==> config.mk <==
export PLATFORM = sky130hd
export DESIGN_NAME = mm4_cell
export DESIGN_NICKNAME = d
export VERILOG_FILES = /design/src/sv/mm4_pkg.sv /design/src/sv/mm4_cell.sv
export SDC_FILE = /design/constraint.sdc
export NUM_CORES = 2
export LEC_CHECK = 0
export BUFFER_PORTS_ARGS = -buffer_cell sky130_fd_sc_hd__buf_4
export CORE_ASPECT_RATIO = 0.6
export CORE_MARGIN = 4
export CORE_UTILIZATION = 65
export DETAILED_ROUTE_END_ITERATION = 8
export GPL_TIMING_DRIVEN = 0
export PLACE_DENSITY = 0.94
export SETUP_SLACK_MARGIN = 0.15
export SYNTH_ARGS = -nofsm -noshare
export SYNTH_HDL_FRONTEND = slang
export SYNTH_SLANG_ARGS = --single-unit
==> constraint.sdc <==
create_clock -name clock -period 13.29 [get_ports clock]
set_input_delay 2.658 -clock clock [delete_from_list [all_inputs] [get_ports clock]]
set_output_delay 2.658 -clock clock [all_outputs]
set_load 0.02 [all_outputs]
==> src/sv/mm4_pkg.sv <==
// ----------------------------------------------------------------------------
// mm4_pkg
// Shared types and constants for the 4x4 fixed-point matrix multiply engine.
// ----------------------------------------------------------------------------
`default_nettype none

package mm4_pkg;

   // Default matrix dimension
   localparam int DIM_DEFAULT = 4;

   // Q16.16 element width and fraction bits
   localparam int DATA_W = 32;
   localparam int FRAC_W = 16;
   localparam int PROD_W = 2 * DATA_W;

   // Request operations
   typedef enum logic [1:0] {
      OP_LOAD_A = 2'd0,
      OP_LOAD_B = 2'd1,
      OP_MUL    = 2'd2,
      OP_SCALE  = 2'd3
   } op_type;

   // Request payload
   typedef struct packed {
      op_type                    opcode;
      logic [1:0]                row;
      logic [1:0]                col;
      logic signed [DATA_W-1:0]  value;
   } req_type;

   // Result payload
   typedef struct packed {
      logic [1:0]                out_row;
      logic [1:0]                out_col;
      logic signed [DATA_W-1:0]  out_value;
      logic                      last;
   } rsp_type;

   // Control that travels with each element along the cell chain
   typedef struct packed {
      logic valid;
      logic scale;
      logic last;
   } tok_type;

endpackage

`default_nettype wire

==> src/sv/mm4_cell.sv <==
// ----------------------------------------------------------------------------
// mm4_cell
// One cell of the chain: holds column CELL_IDX of A and row CELL_IDX of B,
// forms its product term for the passing element and adds it to the sum.
// ----------------------------------------------------------------------------
`default_nettype none

module mm4_cell #(
   parameter int DIM      = mm4_pkg::DIM_DEFAULT,
   parameter int CELL_IDX = 0
) (
   input  wire logic                                   clock,
   input  wire logic                                   reset,
   input  wire logic                                   load_a_en,
   input  wire logic                                   load_b_en,
   input  wire logic [$clog2(DIM)-1:0]                 load_addr,
   input  wire logic signed [mm4_pkg::DATA_W-1:0]      load_data,
   input  wire logic signed [mm4_pkg::DATA_W-1:0]      scalar,
   input  wire mm4_pkg::tok_type                       tok_in,
   input  wire logic [$clog2(DIM)-1:0]                 i_in,
   input  wire logic [$clog2(DIM)-1:0]                 j_in,
   input  wire logic signed [mm4_pkg::PROD_W-mm4_pkg::FRAC_W+$clog2(DIM):0] sum_in,
   output mm4_pkg::tok_type                            tok_out,
   output logic [$clog2(DIM)-1:0]                      i_out,
   output logic [$clog2(DIM)-1:0]                      j_out,
   output logic signed [mm4_pkg::PROD_W-mm4_pkg::FRAC_W+$clog2(DIM):0] sum_out
);

   localparam int IDX_W = $clog2(DIM);
   localparam int ACC_W = mm4_pkg::PROD_W - mm4_pkg::FRAC_W + IDX_W + 1;

   logic signed [mm4_pkg::DATA_W-1:0] col_a_ff [DIM];
   logic signed [mm4_pkg::DATA_W-1:0] row_b_ff [DIM];

   mm4_pkg::tok_type                  tok1_ff;
   logic [IDX_W-1:0]                  i1_ff, j1_ff;
   logic signed [ACC_W-1:0]           sum1_ff;
   logic signed [mm4_pkg::PROD_W-1:0] prod_ff;
   logic signed [mm4_pkg::DATA_W-1:0] opnd_a_in, opnd_b_in;

   mm4_pkg::tok_type                  tok2_ff;
   logic [IDX_W-1:0]                  i2_ff, j2_ff;
   logic signed [ACC_W-1:0]           sum2_ff;

   // Hold the stored column of A and row of B
   always_ff @(posedge clock) begin
      if (load_a_en) begin
         col_a_ff[load_addr] <= load_data;
      end
      if (load_b_en) begin
         row_b_ff[load_addr] <= load_data;
      end
   end

   // Select operands: B element for multiply, scalar on the matching column for scale
   always_comb begin
      opnd_a_in = col_a_ff[i_in];
      if (!tok_in.scale) begin
         opnd_b_in = row_b_ff[j_in];
      end else if (j_in == IDX_W'(CELL_IDX)) begin
         opnd_b_in = scalar;
      end else begin
         opnd_b_in = '0;
      end
   end

   // Stage one multiplies, stage two floors and accumulates
   always_ff @(posedge clock) begin
      prod_ff <= opnd_a_in * opnd_b_in;
      i1_ff   <= i_in;
      j1_ff   <= j_in;
      sum1_ff <= sum_in;
      i2_ff   <= i1_ff;
      j2_ff   <= j1_ff;
      sum2_ff <= sum1_ff + ACC_W'($signed(prod_ff[mm4_pkg::PROD_W-1:mm4_pkg::FRAC_W]));
      if (reset) begin
         tok1_ff <= '0;
         tok2_ff <= '0;
      end else begin
         tok1_ff <= tok_in;
         tok2_ff <= tok1_ff;
      end
   end

   assign tok_out = tok2_ff;
   assign i_out   = i2_ff;
   assign j_out   = j2_ff;
   assign sum_out = sum2_ff;

endmodule

`default_nettype wire

==> metrics.yaml <==
drt:
  route.detailed.drc: 0
  drt_first_pass_iters: 6
  drt_iter0_drc: 5793
  highest_layer: "met5"
  viasPerCell: 6.345
  wl_met1_mm: 64.68
  wl_met2_mm: 73.62
  vias: 40070
  dr_wl_met3_mm: 33.92
  ant_nets: 0
  routed_wl_mm: 183.1
  wl_per_cell_um: 29.00
clocking:
  cts.sinks: 420
  insertion_delay_ps: 640
  numCtsBuffers: 40
  holdBufCountCts: 0
  cts_buffer_depth: 3
  cts_tree: "done"
  clkTransAtPathRegs_ps: 60
  cts-root-buf: "clkbuf_16"
  htree_num_levels: 2
timing:
  skew_ps: 51.65
  relSlewSlack_pct: -9.638
  period_minus_slack_ps: 13230
  slew_violations: 23
  fmax_mhz: 75.58
  finalCritPeriodShare_pct: 99.55
  fin_setup_tns_ps: 0
  hold_violations: 0
  rsz0062_at_grt: "yes"
  tightest_slew_ps: 1645
  fin_ws_ps: 59.64
  setup_violations: 0
critical_path:
  cp_slowest_stage_delay_ps: 930
  critPathMaxFanout: 10
  start_kind: "input pin"
  end_kind: "register"
  crit_slowest_cell: "clkbuf_1"
  worst-endpoint-arrival_ps: 13790
  cp_common_cell: "fa_1"
  path_class: "input pin to register"
  crit_required_ps: 13850
yosys:
  synth.largest_area_cell: "fa_1"
  synth_nets: 6405
  synth_top_family_by_area: "adder cells"
  ys_ff_latch: 420
  synth-compound-area-share_pct: 6.052
  synthMuxAreaShare_pct: 2.686
  syn-cell-area_sq_mm: 0.05081
  synth_async_sr_flop_share_pct: 0
  synthAdderAreaFrac_pct: 48.29
  synthXorXnorAreaFrac_pct: 1.896
  synth.top_cells.by_area: "fa_1, edfxtp_1, inv_1"
  synth-simple-area-share_pct: 10.60
  synth-edff-count: 256
  netlist.area_leader.share_pct: 42.63
  yosys_warnings: 0
  synth-seq-area-share_pct: 21.59
  yosys-top-cells-count: "fa_1, inv_1, nor2_1"
  postSynthCellCount: 4965
  yosysMostFrequentCell: "fa_1"
  synth_ff_type: "edfxtp_1"
  syn_avg_cell_area_sq_um: 10.23
  ys_types: 73
run:
  maxCapViolations: 4
run_status:
  violations: "max-capacitance violations, max-slew violations"
  outcome: "finished, violations left"
global_routing:
  grt_pass1_wl_mm: 266.2
  antenna_found_initial: 11
  grt-ovfl-total: 0
  grt_pass1_vias: 41670
  grt_max_degree: 33
  track_usage_pct: 44.81
die:
  fp.coreArea_sq_mm: 0.07749
  initial_core_util_pct: 65.57
  die_w_um: 369.0
  die_y_um: 224.6
  rows: 79
  boundaryPins: 186
  die_area_sq_mm: 0.08286
placed_design:
  gp_congestion: 1.078
  port_buffers: 185
  hpwl_mm: 147.2
  post-place-ws_ps: -942.3
hold_path:
  hold_path_class: "register to register"
layout:
  synthToLayoutAreaGrowth_pct: 8.906
  drive_gt1_share_pct: 7.402
  final_nets: 6650
## per-layer routing
metal  global-route usage, %  vias up
met1                   58.76    20050
met4                   19.55       16
met2                   61.88     3541
met3                   23.58      749
li1                        -    15710
met5                   5.656        -
## worst paths after layout
| path | start | end | slack, ps | cells past startpoint |
|---|---|---|---|---|
| min reg2reg | i1_ff[0] | i_out[0] | 330 | 0 |
| min | i1_ff[0] | i_out[0] | 330 | 0 |
| max | i_in[1] | prod_ff[61] | 60 | 33 |
| max reg2reg | col_a_ff[0][31] | prod_ff[59] | 2660 | 28 |
## timing repair
item / 4_1_cts / 5_1_grt
gates resized for setup: 7 / 74
pin swaps: 0 / 0
endpoints found under the setup margin: 7 / 26
setup buffers: 0 / 0
## logic make-up after synthesis
logic type               count (synthesis)
XOR/XNOR                               110
flip-flops                             420
AND/OR/NAND/NOR                       1320
multiplexers                           131
AO/OA/AOI/OAI                          473
adder cells (fa/ha/maj)               1312
buffers and inverters                 1199
## critical path: cells and delay by family
family	cells	cell delay, ps
compound gates	10	3420
fa+ha+maj	9	3880
buf+inv	10	2850
mux	1	270
simple gates	3	670
## through the flow
step / area, sq um / hold slack, ps / std cells / util, %
after detailed placement: 53750 / 312.1 / 6218 / 69.37
final: 55340 / 327.2 / 6315 / 71.41
after floorplan: 50820 / 309.6 / 4965 / -
after global placement: 53520 / 310.2 / 6203 / 69.06
after CTS: 55130 / 326.8 / 6292 / 71.14
after global routing: 55290 / 341.8 / 6296 / 71.35
## cells in the final DEF, fill, tap and decap left out, drive strengths merged, types with 20 or more instances in the layout
cell type  count
inv          977
a21o          66
o21ai         88
xnor2         77
mux2          33
mux2i         97
buf          228
nand4         23
a21oi        134
nor2         590
and2          34
xor2          33
fa          1082
o21a          41
ha           230
nand3         21
edfxtp       256
diode         20
dfxtp        164
o22a          23
o22ai         22
nand2        556
clkbuf       256
## registers in the layout, summed over array words and instances, names as in the netlist
signal / flops
col_a_ff: 128
i1_ff: 2
i_out: 2
j1_ff: 2
j_out: 2
prod_ff: 48
row_b_ff: 128
sum1_ff: 51
sum_out: 51
tok1_ff: 3
tok_out: 3
## final cells by class
type,count,area (sq um)
multi-input cells,3346,35500
fillers,5504,22150
flip-flops and latches,420,10970
inverters,974,3656
repair buffers,203,1584
well taps,1053,1318
clock buffers,61,1175
plain buffers,225,922.1
clock inverters,13,167.7
diodes,20,50.05
Power is left out: the tool's default activity adds up to more than one toggle a clock period on the data nets, which glitch-free logic cannot reach.
